File: src/rtl/mp_pkg.sv
// ----------------------------------------------------------------------------
// mp_pkg
// Shared constants, types and the stride reciprocal table for the max pool core.
// ----------------------------------------------------------------------------
`default_nettype none

package mp_pkg;

  localparam int MAX_KERNEL = 8;
  localparam int MAX_WIDTH  = 256;

  localparam int SMP_W      = 16;
  localparam int KS_W       = 4;
  localparam int DIM_W      = 9;
  localparam int IDX_W      = 8;
  localparam int SLOT_W     = $clog2(MAX_KERNEL);
  localparam int COL_W      = $clog2(MAX_WIDTH);
  localparam int ADDR_W     = SLOT_W + COL_W;
  localparam int RAM_DEPTH  = MAX_KERNEL * MAX_WIDTH;

  // x / s == (x * RCP[s]) >> RCP_SH, exact for x < 2^DIM_W and s < 16
  localparam int RCP_SH     = 13;
  localparam int RCP_W      = 14;
  localparam int PROD_W     = DIM_W + RCP_W;
  localparam int MUL_W      = DIM_W + KS_W;

  localparam int CFG_IDX_W  = 4;
  localparam int CFG_DATA_W = 9;

  localparam int FIFO_DEPTH = 4;
  localparam int FIFO_PTR_W = $clog2(FIFO_DEPTH);
  localparam int FIFO_CNT_W = $clog2(FIFO_DEPTH + 1);

  localparam int OUT_DATA_W = SMP_W + 2 * IDX_W;

  localparam logic [CFG_IDX_W-1:0] REG_KERNEL = 4'd0;
  localparam logic [CFG_IDX_W-1:0] REG_STRIDE = 4'd1;
  localparam logic [CFG_IDX_W-1:0] REG_WIDTH  = 4'd2;
  localparam logic [CFG_IDX_W-1:0] REG_HEIGHT = 4'd3;

  localparam logic [KS_W-1:0]  RST_KERNEL = 4'd2;
  localparam logic [KS_W-1:0]  RST_STRIDE = 4'd2;
  localparam logic [DIM_W-1:0] RST_WIDTH  = 9'd32;
  localparam logic [DIM_W-1:0] RST_HEIGHT = 9'd32;

  // cycles the shape check pipeline needs after a register change
  localparam logic [1:0] SETTLE_CYC = 2'd2;

  typedef enum logic [1:0] {
    CMD_WRITE,
    CMD_WINDOW,
    CMD_ERROR
  } cmd_kind_t;

  typedef struct packed {
    cmd_kind_t                kind;
    logic signed [SMP_W-1:0]  sample;
    logic [SLOT_W-1:0]        slot;
    logic [COL_W-1:0]         col;
    logic [KS_W-1:0]          ksz;
    logic [IDX_W-1:0]         orow;
    logic [IDX_W-1:0]         ocol;
    logic                     last;
  } mp_cmd_t;

  typedef struct packed {
    logic                     empty;
    logic [FIFO_CNT_W-1:0]    count;
  } mp_qstat_t;

  typedef struct packed {
    logic signed [SMP_W-1:0]  pooled;
    logic [IDX_W-1:0]         row;
    logic [IDX_W-1:0]         col;
    logic                     last;
    logic                     err;
  } mp_res_t;

  typedef enum logic [1:0] {
    BK_IDLE,
    BK_SCAN,
    BK_FLUSH,
    BK_EMIT
  } bk_state_t;

  function automatic logic [RCP_W-1:0] stride_recip(input logic [KS_W-1:0] s);
    logic [RCP_W-1:0] r;
    unique case (s)
      4'd1:    r = 14'd8192;
      4'd2:    r = 14'd4096;
      4'd3:    r = 14'd2731;
      4'd4:    r = 14'd2048;
      4'd5:    r = 14'd1639;
      4'd6:    r = 14'd1366;
      4'd7:    r = 14'd1171;
      4'd8:    r = 14'd1024;
      4'd9:    r = 14'd911;
      4'd10:   r = 14'd820;
      4'd11:   r = 14'd745;
      4'd12:   r = 14'd683;
      4'd13:   r = 14'd631;
      4'd14:   r = 14'd586;
      4'd15:   r = 14'd547;
      default: r = '0;
    endcase
    return r;
  endfunction

endpackage

`default_nettype wire

File: src/rtl/mp_fifo.sv
// ----------------------------------------------------------------------------
// mp_fifo
// Short command queue between the classifier and the window engine.
// ----------------------------------------------------------------------------
`default_nettype none

module mp_fifo (
  input  wire logic             clk,
  input  wire logic             rst_n,
  input  wire logic             push,
  input  wire mp_pkg::mp_cmd_t  push_cmd,
  input  wire logic             pop,
  output mp_pkg::mp_cmd_t       head,
  output mp_pkg::mp_qstat_t     stat
);

  import mp_pkg::*;

  mp_cmd_t               mem_r [FIFO_DEPTH];
  logic [FIFO_PTR_W-1:0] wr_ptr_r, wr_ptr_nxt;
  logic [FIFO_PTR_W-1:0] rd_ptr_r, rd_ptr_nxt;
  logic [FIFO_CNT_W-1:0] count_r, count_nxt;
  logic                  do_pop;

  assign do_pop     = pop && (count_r != '0);
  assign head       = mem_r[rd_ptr_r];
  assign stat.empty = (count_r == '0);
  assign stat.count = count_r;

  always_comb begin
    wr_ptr_nxt = push ? wr_ptr_r + FIFO_PTR_W'(1) : wr_ptr_r;
    rd_ptr_nxt = do_pop ? rd_ptr_r + FIFO_PTR_W'(1) : rd_ptr_r;
    count_nxt  = count_r + FIFO_CNT_W'(push) - FIFO_CNT_W'(do_pop);
  end

  always_ff @(posedge clk) begin
    if (!rst_n) begin
      wr_ptr_r <= '0;
      rd_ptr_r <= '0;
      count_r  <= '0;
    end else begin
      wr_ptr_r <= wr_ptr_nxt;
      rd_ptr_r <= rd_ptr_nxt;
      count_r  <= count_nxt;
    end
  end

  always_ff @(posedge clk) begin
    if (push) begin
      mem_r[wr_ptr_r] <= push_cmd;
    end
  end

endmodule

`default_nettype wire

File: config.mk
export PLATFORM = sky130hd
export DESIGN_NAME = mp_fifo
export DESIGN_NICKNAME = d
export VERILOG_FILES = /design/src/rtl/mp_pkg.sv /design/src/rtl/mp_fifo.sv
export SDC_FILE = /design/constraint.sdc
export NUM_CORES = 1
export LEC_CHECK = 0
export ABC_AREA = 1
export BUFFER_PORTS_ARGS = -buffer_cell sky130_fd_sc_hd__buf_4
export CORE_ASPECT_RATIO = 1.2
export CORE_MARGIN = 3
export CORE_UTILIZATION = 60
export CTS_BUF_LIST = sky130_fd_sc_hd__clkbuf_16
export CTS_CLUSTER_SIZE = 16
export DETAILED_ROUTE_END_ITERATION = 10
export PLACE_DENSITY = 0.83
export SLEW_MARGIN = 20
export SYNTH_ARGS = -nofsm -noshare
export SYNTH_HDL_FRONTEND = slang
export SYNTH_SLANG_ARGS = --single-unit
File: constraint.sdc
create_clock -name clk -period 4.05 [get_ports clk]
set_clock_uncertainty 0.05 [all_clocks]
set_input_delay 0.81 -clock clk [delete_from_list [all_inputs] [get_ports clk]]
set_output_delay 0.81 -clock clk [all_outputs]
set_load 0.02 [all_outputs]
### Word level (Yosys, flattened, before mapping)

Memory sizes are Yosys's and may differ from the RTL's. A register that Yosys moved wholly into a read port is not among the register bits.
Cells that the tools add are included.
W data, S select, Z words.

* memories: 1
* logic and storage cells: 15
* RAM bits: 200
* memory bits (read-only): 0
* register bits: 7
* output and inout port bits: 54
* bits in latches: 0
* input bits: 54

Memory list
* mem_r: words 4, width 50, rd ports 1, clocked after Yosys merged registers in 1, wr ports 1, RTL line mp_fifo.sv:19 `mp_cmd_t mem_r [FIFO_DEPTH];`

* multipliers: 0
* shifts and indexed selects: 0
* bitwise gates (word level): 0
* reductions and logical operators: 3
* divide/modulo/power cells: 0
* mux-type cells: 4
* equality and inequality tests: 0
* $add $sub $neg: 4
* $lt $le $gt $ge: 0

Operator list (number)
* $add A2 B1 Y2 const B: 2
* $mux W2: 2
* $add A3 B1 Y3: 1
* $logic_not A3 Y1: 1
* $reduce_bool A3 Y1: 1
* $sub A3 B1 Y3: 1
* $mux W1: 2
* $logic_and A1 B1 Y1: 1

### Longest topological paths before layout

* word-level depth: 4
* depth in mapped cells: 12
* depth with buffers taken out: 12

### Worst setup path after synthesis

No wires, ideal clock.

* path type: input -> register
* start point: input push
* end point: memory mem_r[0][0] (netlist name) (enable)
* required time: 3.596 ns
* setup time: 0.404 ns
* data arrival time: 1.821 ns
* path slack: 1.774 ns
* cell stages on the path: 2
* path buffers: 0
* path through: nand2_1 inv_1

* word-level cells in the longest chain between the ends: 2

RTL lines
* from (decl): RTL line mp_fifo.sv:10 `input wire logic push,`
* $mux W1: RTL line mp_fifo.sv:49 `if (push) begin`
* $mux W1 (not written as such): RTL line mp_fifo.sv:50 `mem_r[wr_ptr_r] <= push_cmd;`
* to (decl): RTL line mp_fifo.sv:19

No other way between the ends.

==> results.cfg <==
[critical_path]
worstSetupEndpointType = output port
reg2regPathDepth = 11
crit_arrival_ns = 2.40
slowest_stage = dfxtp_4
cp.required_ns = 3.19
cp_max_fo = 80
timing.rr.end = count_r[2]
criticalPathCategory = reg2out
crit_path_max_incr_delay_ns = 0.93
path_common_cell = buf_4
crit_chain = buf_4, o21ai_0, o22ai_1, buf_4
r2r_start = count_r[1]
r2r_setup_slack_ns = 1.93
critPathLaunchType = register

[yosys]
synth_top_flop_cell = edfxtp_1
synth.avg_cell_area_um2 = 14.7
ys_types = 20
synthArstFlopShare_pct = 0
ys_seq_area_share_pct = 77.3
ys_ff_latch = 209
synthCells = 543
synth_warnings = 0
synth_edf_count = 200
syn_area_mm2 = 0.00800
syn-num-nets = 604

[drt]
wire_per_inst_um = 19.9
drcViolationCount = 0
drtPass1Iterations = 4
num_vias = 4827
antenna_left = 0
drtIter0Drc = 351
wl_um = 16400
viasPerCell = 5.86

[clocking]
htreeDepth = 1
clock_sinks = 209
post_cts_buffers = 0
cts_tree = done
max-clock-path-buffers = 3
cts-buffers-inserted = 19
cts-root-buf = clkbuf_16
hold_buffers = 0
clk_latency_ns = 0.48
cts_resized = 0
clk_pin_slew_ns = 0.07

[power]
p_sw_share_pct = 30.2
p_per_area_mw_per_mm2 = 611
p_leak_nw = 3.36
p_int_mw = 3.98
p_clk_share_pct = 30.3
power.share.sequential_pct = 45.6
p_comb_share_pct = 24.1
p_switching_mw = 1.72
ir_drop_v = 0.000513
finalPower_mw = 5.70

[finish]
area_delta_synth_final_pct = 16.7
final_cells = 824
diodes = 0
drive_above_1_share_pct = 22.4
final_nets = 708

[floorplanning]
fp.dieH_um = 132
start_util_pct = 62.3
coreArea_mm2 = 0.0128
rows = 45
io_pins = 108
fp.dieW_um = 111
dieArea_mm2 = 0.0148

[sta]
rsz0062_at_grt = false
maxClockFrequency_mhz = 307
setup_violations = 0
slew_viol_final = 0
worstMarginPinSlew_ns = 0.944
hold_viol_final = 0
fin_ws_ns = 0.791
period_minus_slack_ns = 3.26
finalCritPeriodShare_pct = 80.5
slew_headroom_pct = 37.0
tns_ns = 0

[placed_design]
dp.cells = 790
io_buffers = 107
hpwl_um = 9210
place_congestion = 0.787
dp_slack_ns = 1.33

[global_routing]
grt_use_total_pct = 21.8
grt_start_max_net_pins = 101
antenna_found_initial = 0
grt_pass1_wl_um = 25700
grt_pass1_vias = 5034
grt.overflow.total = 0

[worst_hold_path]
whs_path_depth = 2
hold_start = rd_ptr_r[1]
hp-class = reg2reg

[status]
run_status = completed

[run]
cap_viol_max_count = 0
[kinds of logic after synthesis]
| logic type | share of synthesized area [%] |
|---|---|
| AO/OA/AOI/OAI | 10.6 |
| adder cells (fa/ha/maj) | 1.19 |
| buffers and inverters | 5.15 |
| flip-flops | 77.3 |
| AND/OR/NAND/NOR | 5.74 |
[state kept, by name (all words and copies together), names as in the netlist, named ones only]
signal	flops
mem_r	200
rd_ptr_r	2
wr_ptr_r	2
count_r	3
[metal layers]
| layer | vias up | GRT usage (%) | routed length (µm) |
|---|---|---|---|
| li1 | 2237 | - | - |
| met4 | 0 | 6.76 | 316 |
| met5 | - | 0 | 0 |
| met2 | 163 | 40.3 | 8710 |
| met3 | 27 | 4.44 | 1080 |
| met1 | 2400 | 25.7 | 6250 |
[layout make-up]
cell class              count  area, µm²
clock buffers              19        475
clock inverters            15        123
fillers                   818       3500
inverters                  18       80.1
multi-input cells         285       1400
flip-flops and latches    209       6190
well taps                 164        205
repair buffers            114        856
[cells in the mapped netlist, drive strengths merged (2+ instances only)]
master | instances | area share (%)
edfxtp | 200 | 75
ha | 6 | 0.94
buf | 30 | 4.0
nand3 | 2 | 0.13
o21ai | 102 | 6.4
nand2 | 12 | 0.56
a21oi | 5 | 0.31
inv | 18 | 1.0
o22ai | 50 | 3.9
dfxtp | 9 | 2.3
nor2 | 107 | 5.1
[worst max path at each step]
stage | endpoint | slack [ns] | depth (start not counted) | start
global placement | head[4] | 1.38 | 4 | register
floorplan | mem_r[0][0] | 1.77 | 2 | push
CTS | head[4] | 0.80 | 4 | register
detailed placement | head[4] | 1.33 | 4 | register
finish | head[4] | 0.79 | 4 | register
global route | head[4] | 0.67 | 4 | register
[power groups by stage]
stage	registers, mW	clock network, mW	logic [mW]
6_report	2.60	1.73	1.38
5_1_grt	2.61	1.84	1.49
3_3_place_gp	2.63	0	1.32
4_1_cts	2.60	1.75	1.38
2_1_floorplan	2.57	0	1.00
3_5_place_dp	2.64	0	1.37
[layout by cell type, fill, tap and decap left out, types with 2 or more instances in the layout]
cell,count
o21ai_1,60
buf_4,114
bufinv_16,2
clkbuf_16,19
inv_6,2
edfxtp_1,200
nor2_1,106
clkinv_2,3
clkinv_1,7
inv_2,4
a21oi_1,5
inv_1,14
o22ai_1,50
dfxtp_1,7
o21ai_0,42
nand3_1,2
ha_1,6
nand2_1,12
[stage by stage]
stage | util (%) | area, µm² | hold WS, ns
floorplan | - | 8000 | 0.398
global placement | 68.0 | 8730 | 0.408
detailed placement | 68.0 | 8730 | 0.430
finish | 72.7 | 9330 | 0.471
global route | 72.7 | 9330 | 0.459
CTS | 72.7 | 9330 | 0.461
[worst max-delay path: cells and delay by family (launching register included)]
family	cells	cell delay (ns)
buffers and inverters	2	0.57
DFF	1	0.93
AOI/OAI and AO/OA	2	0.41
No activity file was read; power rests on OpenSTA's default activity.
