<file path="config.mk">
export PLATFORM = sky130hd
export DESIGN_NAME = mp_front
export DESIGN_NICKNAME = d
export VERILOG_FILES = /design/src/rtl/mp_pkg.sv /design/src/rtl/mp_front.sv
export SDC_FILE = /design/constraint.sdc
export NUM_CORES = 2
export LEC_CHECK = 0
export BUFFER_PORTS_ARGS = -buffer_cell sky130_fd_sc_hd__buf_4
export CORE_AREA = 5 5 216 218
export CTS_CLUSTER_DIAMETER = 30
export DETAILED_ROUTE_END_ITERATION = 6
export DIE_AREA = 0 0 221 223
export PLACE_DENSITY = 0.8
export SETUP_SLACK_MARGIN = 0.05
export SLEW_MARGIN = 25
export SYNTH_ARGS = -nofsm -noshare
export SYNTH_HDL_FRONTEND = slang
export SYNTH_SLANG_ARGS = --single-unit
</file>
<file path="constraint.sdc">
create_clock -name clk -period 8.65 [get_ports clk]
set_clock_uncertainty 0.2 [all_clocks]
set_input_delay 0.865 -clock clk [delete_from_list [all_inputs] [get_ports clk]]
set_output_delay 0.865 -clock clk [all_outputs]
set_load 0.1 [all_outputs]
</file>
<file path="src/rtl/mp_pkg.sv">
// ----------------------------------------------------------------------------
// mp_pkg
// Shared constants, types and the stride reciprocal table for the max pool core.
// ----------------------------------------------------------------------------
`default_nettype none

package mp_pkg;

  localparam int MAX_KERNEL = 8;
  localparam int MAX_WIDTH  = 256;

  localparam int SMP_W      = 16;
  localparam int KS_W       = 4;
  localparam int DIM_W      = 9;
  localparam int IDX_W      = 8;
  localparam int SLOT_W     = $clog2(MAX_KERNEL);
  localparam int COL_W      = $clog2(MAX_WIDTH);
  localparam int ADDR_W     = SLOT_W + COL_W;
  localparam int RAM_DEPTH  = MAX_KERNEL * MAX_WIDTH;

  // x / s == (x * RCP[s]) >> RCP_SH, exact for x < 2^DIM_W and s < 16
  localparam int RCP_SH     = 13;
  localparam int RCP_W      = 14;
  localparam int PROD_W     = DIM_W + RCP_W;
  localparam int MUL_W      = DIM_W + KS_W;

  localparam int CFG_IDX_W  = 4;
  localparam int CFG_DATA_W = 9;

  localparam int FIFO_DEPTH = 4;
  localparam int FIFO_PTR_W = $clog2(FIFO_DEPTH);
  localparam int FIFO_CNT_W = $clog2(FIFO_DEPTH + 1);

  localparam int OUT_DATA_W = SMP_W + 2 * IDX_W;

  localparam logic [CFG_IDX_W-1:0] REG_KERNEL = 4'd0;
  localparam logic [CFG_IDX_W-1:0] REG_STRIDE = 4'd1;
  localparam logic [CFG_IDX_W-1:0] REG_WIDTH  = 4'd2;
  localparam logic [CFG_IDX_W-1:0] REG_HEIGHT = 4'd3;

  localparam logic [KS_W-1:0]  RST_KERNEL = 4'd2;
  localparam logic [KS_W-1:0]  RST_STRIDE = 4'd2;
  localparam logic [DIM_W-1:0] RST_WIDTH  = 9'd32;
  localparam logic [DIM_W-1:0] RST_HEIGHT = 9'd32;

  // cycles the shape check pipeline needs after a register change
  localparam logic [1:0] SETTLE_CYC = 2'd2;

  typedef enum logic [1:0] {
    CMD_WRITE,
    CMD_WINDOW,
    CMD_ERROR
  } cmd_kind_t;

  typedef struct packed {
    cmd_kind_t                kind;
    logic signed [SMP_W-1:0]  sample;
    logic [SLOT_W-1:0]        slot;
    logic [COL_W-1:0]         col;
    logic [KS_W-1:0]          ksz;
    logic [IDX_W-1:0]         orow;
    logic [IDX_W-1:0]         ocol;
    logic                     last;
  } mp_cmd_t;

  typedef struct packed {
    logic                     empty;
    logic [FIFO_CNT_W-1:0]    count;
  } mp_qstat_t;

  typedef struct packed {
    logic signed [SMP_W-1:0]  pooled;
    logic [IDX_W-1:0]         row;
    logic [IDX_W-1:0]         col;
    logic                     last;
    logic                     err;
  } mp_res_t;

  typedef enum logic [1:0] {
    BK_IDLE,
    BK_SCAN,
    BK_FLUSH,
    BK_EMIT
  } bk_state_t;

  function automatic logic [RCP_W-1:0] stride_recip(input logic [KS_W-1:0] s);
    logic [RCP_W-1:0] r;
    unique case (s)
      4'd1:    r = 14'd8192;
      4'd2:    r = 14'd4096;
      4'd3:    r = 14'd2731;
      4'd4:    r = 14'd2048;
      4'd5:    r = 14'd1639;
      4'd6:    r = 14'd1366;
      4'd7:    r = 14'd1171;
      4'd8:    r = 14'd1024;
      4'd9:    r = 14'd911;
      4'd10:   r = 14'd820;
      4'd11:   r = 14'd745;
      4'd12:   r = 14'd683;
      4'd13:   r = 14'd631;
      4'd14:   r = 14'd586;
      4'd15:   r = 14'd547;
      default: r = '0;
    endcase
    return r;
  endfunction

endpackage

`default_nettype wire

</file>
<file path="src/rtl/mp_front.sv">
// ----------------------------------------------------------------------------
// mp_front
// Config registers, shape check, plane position counters and sample
// classification; pushes write / window / error commands into the queue.
// ----------------------------------------------------------------------------
`default_nettype none

module mp_front (
  input  wire logic                            clk,
  input  wire logic                            rst_n,
  input  wire logic                            cfg_valid,
  output logic                                 cfg_ready,
  input  wire logic [mp_pkg::CFG_IDX_W-1:0]    cfg_index,
  input  wire logic [mp_pkg::CFG_DATA_W-1:0]   cfg_data,
  input  wire logic                            in_tvalid,
  output logic                                 in_tready,
  input  wire logic [mp_pkg::SMP_W-1:0]        in_tdata,
  input  wire mp_pkg::mp_qstat_t               q_stat,
  output logic                                 q_push,
  output mp_pkg::mp_cmd_t                      q_cmd
);

  import mp_pkg::*;

  // config registers
  logic [KS_W-1:0]  kernel_r, kernel_nxt;
  logic [KS_W-1:0]  stride_r, stride_nxt;
  logic [DIM_W-1:0] width_r, width_nxt;
  logic [DIM_W-1:0] height_r, height_nxt;
  logic [1:0]       settle_r, settle_nxt;
  logic             cfg_wr;

  // shape check pipeline
  logic              gbad1_r, gbad1_nxt;
  logic [DIM_W-1:0]  gwk_r, gwk_nxt;
  logic [DIM_W-1:0]  ghk_r, ghk_nxt;
  logic [PROD_W-1:0] gpw_r, gpw_nxt;
  logic [PROD_W-1:0] gph_r, gph_nxt;
  logic [KS_W-1:0]   gs_r;
  logic              geom_bad_r, geom_bad_nxt;
  logic [MUL_W-1:0]  gmw, gmh;

  // position
  logic [DIM_W-1:0] row_r, row_nxt;
  logic [DIM_W-1:0] col_r, col_nxt;
  logic             plane_bad_r, plane_bad_nxt;

  // accept-time classification
  logic             acc;
  logic             first, bad, kok, cand, wr, err, last;
  logic [DIM_W-1:0] weff, heff;
  logic [DIM_W:0]   r1, c1, k10, r_n, c_n;
  logic [DIM_W-1:0] dr, dc;

  // stage A
  logic              sta_valid_r;
  logic              sta_err_r, sta_wr_r, sta_cand_r, sta_last_r;
  logic [SMP_W-1:0]  sta_sample_r;
  logic [SLOT_W-1:0] sta_slot_r;
  logic [COL_W-1:0]  sta_col_r;
  logic [KS_W-1:0]   sta_k_r, sta_s_r;
  logic [DIM_W-1:0]  sta_dr_r, sta_dc_r;
  logic [PROD_W-1:0] sta_pr_r, sta_pc_r;

  // stage B
  logic [DIM_W-1:0] qr, qc;
  logic [MUL_W-1:0] mr, mc;
  logic             hit;

  // --------------------------------------------------------------------------
  // configuration
  // --------------------------------------------------------------------------
  assign cfg_ready = 1'b1;
  assign cfg_wr    = cfg_valid && cfg_ready;

  always_comb begin
    kernel_nxt = kernel_r;
    stride_nxt = stride_r;
    width_nxt  = width_r;
    height_nxt = height_r;
    settle_nxt = (settle_r != 2'd0) ? settle_r - 2'd1 : settle_r;
    if (cfg_wr) begin
      settle_nxt = SETTLE_CYC;
      unique case (cfg_index)
        REG_KERNEL: kernel_nxt = cfg_data[KS_W-1:0];
        REG_STRIDE: stride_nxt = cfg_data[KS_W-1:0];
        REG_WIDTH:  width_nxt  = cfg_data[DIM_W-1:0];
        REG_HEIGHT: height_nxt = cfg_data[DIM_W-1:0];
        default: ;
      endcase
    end
  end

  always_ff @(posedge clk) begin
    if (!rst_n) begin
      kernel_r <= RST_KERNEL;
      stride_r <= RST_STRIDE;
      width_r  <= RST_WIDTH;
      height_r <= RST_HEIGHT;
      settle_r <= SETTLE_CYC;
    end else begin
      kernel_r <= kernel_nxt;
      stride_r <= stride_nxt;
      width_r  <= width_nxt;
      height_r <= height_nxt;
      settle_r <= settle_nxt;
    end
  end

  // --------------------------------------------------------------------------
  // shape check, two stages off the config registers
  // --------------------------------------------------------------------------
  always_comb begin
    gbad1_nxt = (kernel_r == '0) || (stride_r == '0) ||
                (kernel_r > KS_W'(MAX_KERNEL)) ||
                (width_r == '0) || (height_r == '0) ||
                (width_r > DIM_W'(MAX_WIDTH)) ||
                (DIM_W'(kernel_r) > width_r) || (DIM_W'(kernel_r) > height_r);
    gwk_nxt   = width_r - DIM_W'(kernel_r);
    ghk_nxt   = height_r - DIM_W'(kernel_r);
    gpw_nxt   = PROD_W'(gwk_nxt) * PROD_W'(stride_recip(stride_r));
    gph_nxt   = PROD_W'(ghk_nxt) * PROD_W'(stride_recip(stride_r));
    gmw       = MUL_W'(gpw_r[RCP_SH +: DIM_W]) * MUL_W'(gs_r);
    gmh       = MUL_W'(gph_r[RCP_SH +: DIM_W]) * MUL_W'(gs_r);
    geom_bad_nxt = gbad1_r || (gmw != MUL_W'(gwk_r)) || (gmh != MUL_W'(ghk_r));
  end

  always_ff @(posedge clk) begin
    gbad1_r    <= gbad1_nxt;
    gwk_r      <= gwk_nxt;
    ghk_r      <= ghk_nxt;
    gpw_r      <= gpw_nxt;
    gph_r      <= gph_nxt;
    gs_r       <= stride_r;
    geom_bad_r <= geom_bad_nxt;
  end

  // --------------------------------------------------------------------------
  // accept and classify
  // --------------------------------------------------------------------------
  assign in_tready = (settle_r == 2'd0) && !cfg_valid &&
                     ((FIFO_CNT_W+1)'(q_stat.count) + (FIFO_CNT_W+1)'(sta_valid_r)
                      < (FIFO_CNT_W+1)'(FIFO_DEPTH));
  assign acc = in_tvalid && in_tready;

  always_comb begin
    first = (row_r == '0) && (col_r == '0);
    bad   = first ? geom_bad_r : plane_bad_r;
    weff  = (width_r == '0) ? DIM_W'(1) : width_r;
    heff  = (height_r == '0) ? DIM_W'(1) : height_r;
    r1    = (DIM_W+1)'(row_r) + (DIM_W+1)'(1);
    c1    = (DIM_W+1)'(col_r) + (DIM_W+1)'(1);
    k10   = (DIM_W+1)'(kernel_r);
    kok   = (kernel_r != '0) && (stride_r != '0) && (kernel_r <= KS_W'(MAX_KERNEL));
    wr    = !bad && !col_r[DIM_W-1];
    cand  = wr && kok && (r1 >= k10) && (c1 >= k10);
    err   = first && geom_bad_r;
    last  = (r1 >= (DIM_W+1)'(heff)) && (c1 >= (DIM_W+1)'(weff));
    dr    = DIM_W'(r1 - k10);
    dc    = DIM_W'(c1 - k10);

    // next position, with wrap when the dimensions shrank mid-plane
    c_n = c1;
    r_n = (DIM_W+1)'(row_r);
    if (c1 >= (DIM_W+1)'(weff)) begin
      c_n = '0;
      r_n = r1;
      if (r1 >= (DIM_W+1)'(heff)) begin
        r_n = '0;
      end
    end
    if (r_n >= (DIM_W+1)'(heff)) begin
      r_n = '0;
      c_n = '0;
    end

    row_nxt       = row_r;
    col_nxt       = col_r;
    plane_bad_nxt = plane_bad_r;
    if (acc) begin
      row_nxt       = r_n[DIM_W-1:0];
      col_nxt       = c_n[DIM_W-1:0];
      plane_bad_nxt = bad;
    end
  end

  always_ff @(posedge clk) begin
    if (!rst_n) begin
      row_r       <= '0;
      col_r       <= '0;
      plane_bad_r <= 1'b0;
      sta_valid_r <= 1'b0;
    end else begin
      row_r       <= row_nxt;
      col_r       <= col_nxt;
      plane_bad_r <= plane_bad_nxt;
      sta_valid_r <= acc;
    end
  end

  always_ff @(posedge clk) begin
    if (acc) begin
      sta_err_r    <= err;
      sta_wr_r     <= wr;
      sta_cand_r   <= cand;
      sta_last_r   <= last;
      sta_sample_r <= in_tdata;
      sta_slot_r   <= row_r[SLOT_W-1:0];
      sta_col_r    <= col_r[COL_W-1:0];
      sta_k_r      <= kernel_r;
      sta_s_r      <= stride_r;
      sta_dr_r     <= dr;
      sta_dc_r     <= dc;
      sta_pr_r     <= PROD_W'(dr) * PROD_W'(stride_recip(stride_r));
      sta_pc_r     <= PROD_W'(dc) * PROD_W'(stride_recip(stride_r));
    end
  end

  // --------------------------------------------------------------------------
  // stage B: window origin on the stride grid, then push
  // --------------------------------------------------------------------------
  always_comb begin
    qr  = sta_pr_r[RCP_SH +: DIM_W];
    qc  = sta_pc_r[RCP_SH +: DIM_W];
    mr  = MUL_W'(qr) * MUL_W'(sta_s_r);
    mc  = MUL_W'(qc) * MUL_W'(sta_s_r);
    hit = sta_cand_r && (mr == MUL_W'(sta_dr_r)) && (mc == MUL_W'(sta_dc_r));

    q_push       = sta_valid_r && (sta_err_r || sta_wr_r);
    q_cmd.sample = sta_sample_r;
    q_cmd.slot   = sta_slot_r;
    q_cmd.col    = sta_col_r;
    q_cmd.ksz    = sta_k_r;
    q_cmd.orow   = qr[IDX_W-1:0];
    q_cmd.ocol   = qc[IDX_W-1:0];
    q_cmd.last   = sta_last_r;
    priority if (sta_err_r) begin
      q_cmd.kind = CMD_ERROR;
    end else if (hit) begin
      q_cmd.kind = CMD_WINDOW;
    end else begin
      q_cmd.kind = CMD_WRITE;
    end
  end

endmodule

`default_nettype wire

</file>
[Yosys cells after proc, flatten, opt, wreduce, memory -nomap -nowiden]
Memories as Yosys holds them, arrays and structs flattened. A register that Yosys moved wholly into a read port is not among the register bits.
Cells that the tools add are included.
Widths: inputs -> output; s select.
Operators by class
  mux-type cells: 20
  divide/modulo/power cells: 0
  bitwise gates (word level): 1
  magnitude comparators: 11
  reduce and logical (&&, ||, !) cells: 44
  multipliers: 8
  equal/unequal tests: 7
  add/subtract/negate cells: 8
  shift-type cells: 0
Operators by type and width (count)
  $mul 9x14->22: 4
  $mul 9x4->13: 4
  $mux 9: 5
  $logic_not 9->1: 4
  $sub 9x4->9: 4
  $mux 4: 8
  $ge 10x9->1: 3
  $mux 14: 2
  $eq 13x9->1: 2
  $ne 13x9->1: 2
  $add 9x1->10 const B: 2
  $ge 10x4->1: 2
  $mux 10: 2
  $gt 4x9->1: 2
  $logic_and 1x1->1: 15
  $logic_not 4->1: 3
  $logic_or 1x1->1: 10
  $gt 9x9->1 const B: 1
  $eq 4x2->1 const B: 2
  $reduce_and 2->1: 4
  $reduce_bool 4->1: 2
  $add 3x1->4: 1
  $eq 4x1->1 const B: 1
  $gt 4x4->1 const B: 1
  other kinds (10): 13
Storage, ports and cells
  memory bits (writable): 0
  word-level logic and storage cells: 132
  output and inout port bits: 53
  memories kept: 4
  bits in latches: 0
  register bits after elaboration: 217
  bits in read-only memories: 896
  input port bits: 37
Memories
  (name not given): words 16, width 14, read ports 1, clocked after memory_dff 1, wr ports 0, line mp_pkg.sv:88  | unique case (s)
  (name not given): words 16, width 14, read ports 1, clocked after memory_dff 1, wr ports 0, line mp_pkg.sv:88
  (name not given): words 16, width 14, read ports 1, clocked after memory_dff 1, wr ports 0, line mp_pkg.sv:88
  (name not given): words 16, width 14, read ports 1, clocked after memory_dff 1, wr ports 0, line mp_pkg.sv:88

[Longest topological paths before layout]
  word-level depth: 8
  mapped depth: 28
  mapped depth without buffers: 27

[Worst setup path after synthesis]
OpenSTA, ideal clock, no wires.
  path type: flip-flop to output port
  start: register sta_s_r[2]
  end: output port q_cmd[48] (netlist bit)
  required time: 7585 ps
  cell stages (with the launch flop): 16
  setup slack: 1069 ps
  buffers on the path: 1
  arrival time: 6516 ps
  path through: edfxtp_1 > clkbuf_1 > and2_1 > fa_1 > inv_1 > fa_1 > inv_1 > fa_1 > a21o_1 > a21o_1 > a21o_1 > a21o_1 > a21o_1 > a21oi_1 > mux2_2 > nor4_1
RTL lines
  from (decl): line mp_front.sv:61  | logic [KS_W-1:0] sta_k_r, sta_s_r;
  from (signal assigned): line mp_front.sv:211  | sta_s_r <= stride_r;
  to (decl): line mp_front.sv:20  | output mp_pkg::mp_cmd_t q_cmd

[Final worst setup path]
  start: register row_r[0]
  end: register sta_pr_r[19] (data pin)
On the way
  word-level cells in the longest chain between the ends: 3
RTL lines
  from (decl): line mp_front.sv:44  | logic [DIM_W-1:0] row_r, row_nxt;
  from (signal assigned): line mp_front.sv:194  | row_r <= row_nxt;
  $add 9x1->10: line mp_front.sv:151  | r1 = (DIM_W+1)'(row_r) + (DIM_W+1)'(1);
  $sub 9x4->9: line mp_front.sv:159  | dr = DIM_W'(r1 - k10);
  $mul 9x14->22: line mp_front.sv:214  | sta_pr_r <= PROD_W'(dr) * PROD_W'(stride_recip(stride_r));
  to (signal assigned): line mp_front.sv:214
  to (decl): line mp_front.sv:63  | logic [PROD_W-1:0] sta_pr_r, sta_pc_r;
No other way between the ends.
A chain may end at the register's enable or synchronous reset.

==> flow_summary.json <==
{
  "gp_congestion": 0.969,
  "finalHoldViolCount": 0,
  "drt-total-wl_um": 64700,
  "power_leakage_nw": 14.1,
  "power.density_nw_per_um2": 86.1,
  "overflow": 0,
  "postRouteAntennaNets": 0,
  "antenna_found_initial": 1,
  "cts_tree": "yes",
  "die_y_um": 223,
  "design.core.area_um2": 44700,
  "htreeDepth": 4,
  "synth_top_area_share": 0.297,
  "cts_setup_buffers": 0,
  "area_growth_pct": 6.90,
  "syn_inst": 2880,
  "grt_pass1_wl_um": 109000,
  "synth.area.top_cells": "fa_1 30%, ha_1 13%, and2_1 9.3%",
  "netlist_area_um2": 26400,
  "crit_chain": "ha_1, xor2_1, ha_1, a21o_1, a21oi_1, and2_1, nand2_1, xnor2_1, and2_1, fa_1, fa_1, fa_1, inv_1, fa_1, inv_1, ha_1, a211o_1, a221oi_1, o21ai_1, or3_1, a31oi_1, nand2b_1, a21oi_1",
  "design.portCount": 90,
  "numClockSinks": 179,
  "path_clk_slew_ps": 90,
  "ys_top_cells_by_count": "532 x inv_1, 394 x and2_1, 392 x fa_1, 311 x nand2_1, 270 x ha_1",
  "fin_setup_tns_ps": 0,
  "final_util": 0.631,
  "async_reset_ff_frac": 0,
  "clock_path_buffers": 2,
  "clock-root-buffer": "clkbuf_16",
  "period_minus_slack_ps": 7710,
  "yosys_warnings": 0,
  "nets": 3602,
  "synth_area_leader_cell": "fa_1",
  "synth_edf_count": 75,
  "holdBufCountCts": 0,
  "grt_pass1_vias": 21893,
  "crit_path_max_incr_delay_ps": 670,
  "die_area_um2": 49300,
  "fill_cells": 3666,
  "arrival_ps": 7750,
  "syn_area_per_cell_um2": 9.17,
  "ys_ff_latch": 179,
  "die_w_um": 221,
  "cp_common_cell": "fa_1",
  "drc": 0,
  "maxCapViolCount": 0,
  "rows": 78,
  "start_util": 0.591,
  "cp-end-kind": "flip-flop",
  "drt_iter0_drc": 1230,
  "clkLatencyLatePin_ps": 490,
  "status": "completed",
  "antenna_cells": 0,
  "ir_drop_mv": 0.193,
  "worst-path-max-fanout": 9,
  "synth_top_flop_cell": "dfxtp_1",
  "path_class": "flip-flop to flip-flop",
  "period_share": 0.891,
  "seq_area_frac_synth": 0.164,
  "clock.fmax_mhz": 130,
  "finalMaxSlewViolations": 0,
  "drt-wirelength-per-cell_um": 18.4,
  "cp_data_required_time_ps": 8690,
  "setup_viol": 0,
  "synth_cell_types": 76,
  "hp-class": "flip-flop to flip-flop",
  "routed-via-count": 19791,
  "syn-num-nets": 3579,
  "critPathSlowestCell": "xnor2_1",
  "rsz0062_at_grt": "no",
  "drive_above_1_share": 0.0638,
  "worst_pin_slew_ps": 1120,
  "grt_usage": 0.270,
  "yosysMostFrequentCell": "inv_1",
  "grt_max_degree": 48,
  "cts-resized-gates": 0,
  "drtPass1Iterations": 6,
  "avgViaCountPerCell": 5.63,
  "portBuffers": 87,
  "max_slew_margin": 0.253,
  "critPathLaunchType": "flip-flop",
  "hpwlAfterDp_um": 50000,
  "cts_buffers": 17
}
==> cells by family (layout without fill, tap and decap cells) <==
group	Yosys count	after routing	share of synthesized area
xor gates and xnor gates	142	142	0.0477
DFF	179	179	0.164
AOI/OAI and AO/OA	272	272	0.0686
muxes	36	36	0.0137
and+or+nand+nor	929	929	0.183
adders and majority gates	662	662	0.425
other	1	1	0.000142
buffers and inverters	659	695	0.0970
==> metal layers <==
| layer | share of wire | track usage |
|---|---|---|
| met3 | 0.076 | 0.0534 |
| met5 | 0 | 0 |
| met1 | 0.39 | 0.329 |
| met2 | 0.49 | 0.464 |
| met4 | 0.043 | 0.123 |
==> critical path: cells and delay by family, from the launching register on <==
family	cells	cell delay [ps]
compound gates	7	1760
xor+xnor	2	960
fa+ha+maj	7	2810
buf+inv	2	90
flops	1	600
simple gates	5	1020
==> through the flow <==
step                cells  area, µm²  setup slack (ps)  hold slack [ps]  power, W
floorplan            2880      26400              1070              160   0.00143
global placement     3484      27600              1200              241   0.00157
detailed placement   3484      27600              1080              255   0.00161
CTS                  3516      28200              1050              269   0.00244
global route         3516      28200               528              282   0.00257
finish               3516      28200               940              270   0.00243
==> area by class of cell <==
class / count / area [µm²] / share of cell area
timing repair buffer: 130 / 976 / 0.0346
multi-input combinational: 2042 / 19500 / 0.691
clock buffer: 17 / 425 / 0.0151
clock inverter: 15 / 214 / 0.00758
inverter: 533 / 2000 / 0.0709
sequential: 179 / 4340 / 0.154
tap: 600 / 751 / 0.0266
==> path summary, 6_finish.rpt <==
kind	start	endpoint	slack [ps]	cells after the start
setup / recovery	row_r[0]$_SDFFE_PN0P_	sta_pr_r[19]$_DFFE_PP_	940	23
hold / removal	kernel_r[1]$_SDFFE_PN1P_	sta_k_r[1]$_DFFE_PP_	270	0
setup reg to reg	row_r[0]$_SDFFE_PN0P_	sta_pr_r[19]$_DFFE_PP_	940	23
hold reg to reg	kernel_r[1]$_SDFFE_PN1P_	sta_k_r[1]$_DFFE_PP_	270	0
==> cells in the final DEF, fill, tap and decap left out, types with 5 or more instances in the layout <==
| cell type | synthesis | final |
|---|---|---|
| a211oi_1 | 9 | 9 |
| a21o_1 | 59 | 59 |
| a21oi_1 | 66 | 66 |
| a31oi_1 | 5 | 5 |
| and2_1 | 394 | 394 |
| and3_1 | 10 | 10 |
| buf_4 | 21 | 130 |
| clkbuf_16 | 0 | 17 |
| clkinv_8 | 0 | 7 |
| dfxtp_1 | 104 | 100 |
| edfxtp_1 | 75 | 75 |
| fa_1 | 392 | 392 |
| ha_1 | 270 | 270 |
| inv_1 | 532 | 531 |
| mux2i_1 | 35 | 35 |
| nand2_1 | 311 | 311 |
| nand2b_1 | 16 | 16 |
| nand3_1 | 32 | 32 |
| nand4_1 | 17 | 17 |
| nor2_1 | 71 | 71 |
| nor2b_1 | 8 | 8 |
| nor3_1 | 26 | 26 |
| nor4_1 | 14 | 14 |
| o211ai_1 | 7 | 7 |
| o21a_1 | 12 | 12 |
| o21ai_0 | 45 | 45 |
| o21bai_1 | 6 | 6 |
| o22ai_1 | 14 | 14 |
| o31ai_1 | 5 | 5 |
| or3_1 | 6 | 6 |
| xnor2_1 | 106 | 106 |
| xor2_1 | 34 | 33 |
==> power by group <==
group	switching (W)	leakage [nW]	total (W)	internal, W
clock network	0.000430	0.307	0.000832	0.000402
logic	0.000386	12.3	0.000658	0.000272
registers	0.0000275	1.50	0.000941	0.000913
==> sequential cells by signal (all words and copies together) (netlist names), 3 cells and up, named ones only <==
name,count
sta_dr_r,9
width_r,9
gpw_r,9
kernel_r,4
ghk_r,9
sta_sample_r,16
sta_k_r,4
gs_r,4
sta_dc_r,9
stride_r,4
sta_col_r,8
sta_pc_r,9
gwk_r,9
height_r,9
col_r,9
row_r,9
sta_s_r,4
sta_slot_r,3
gph_r,9
sta_pr_r,9
(Power assumes the default switching activity.)
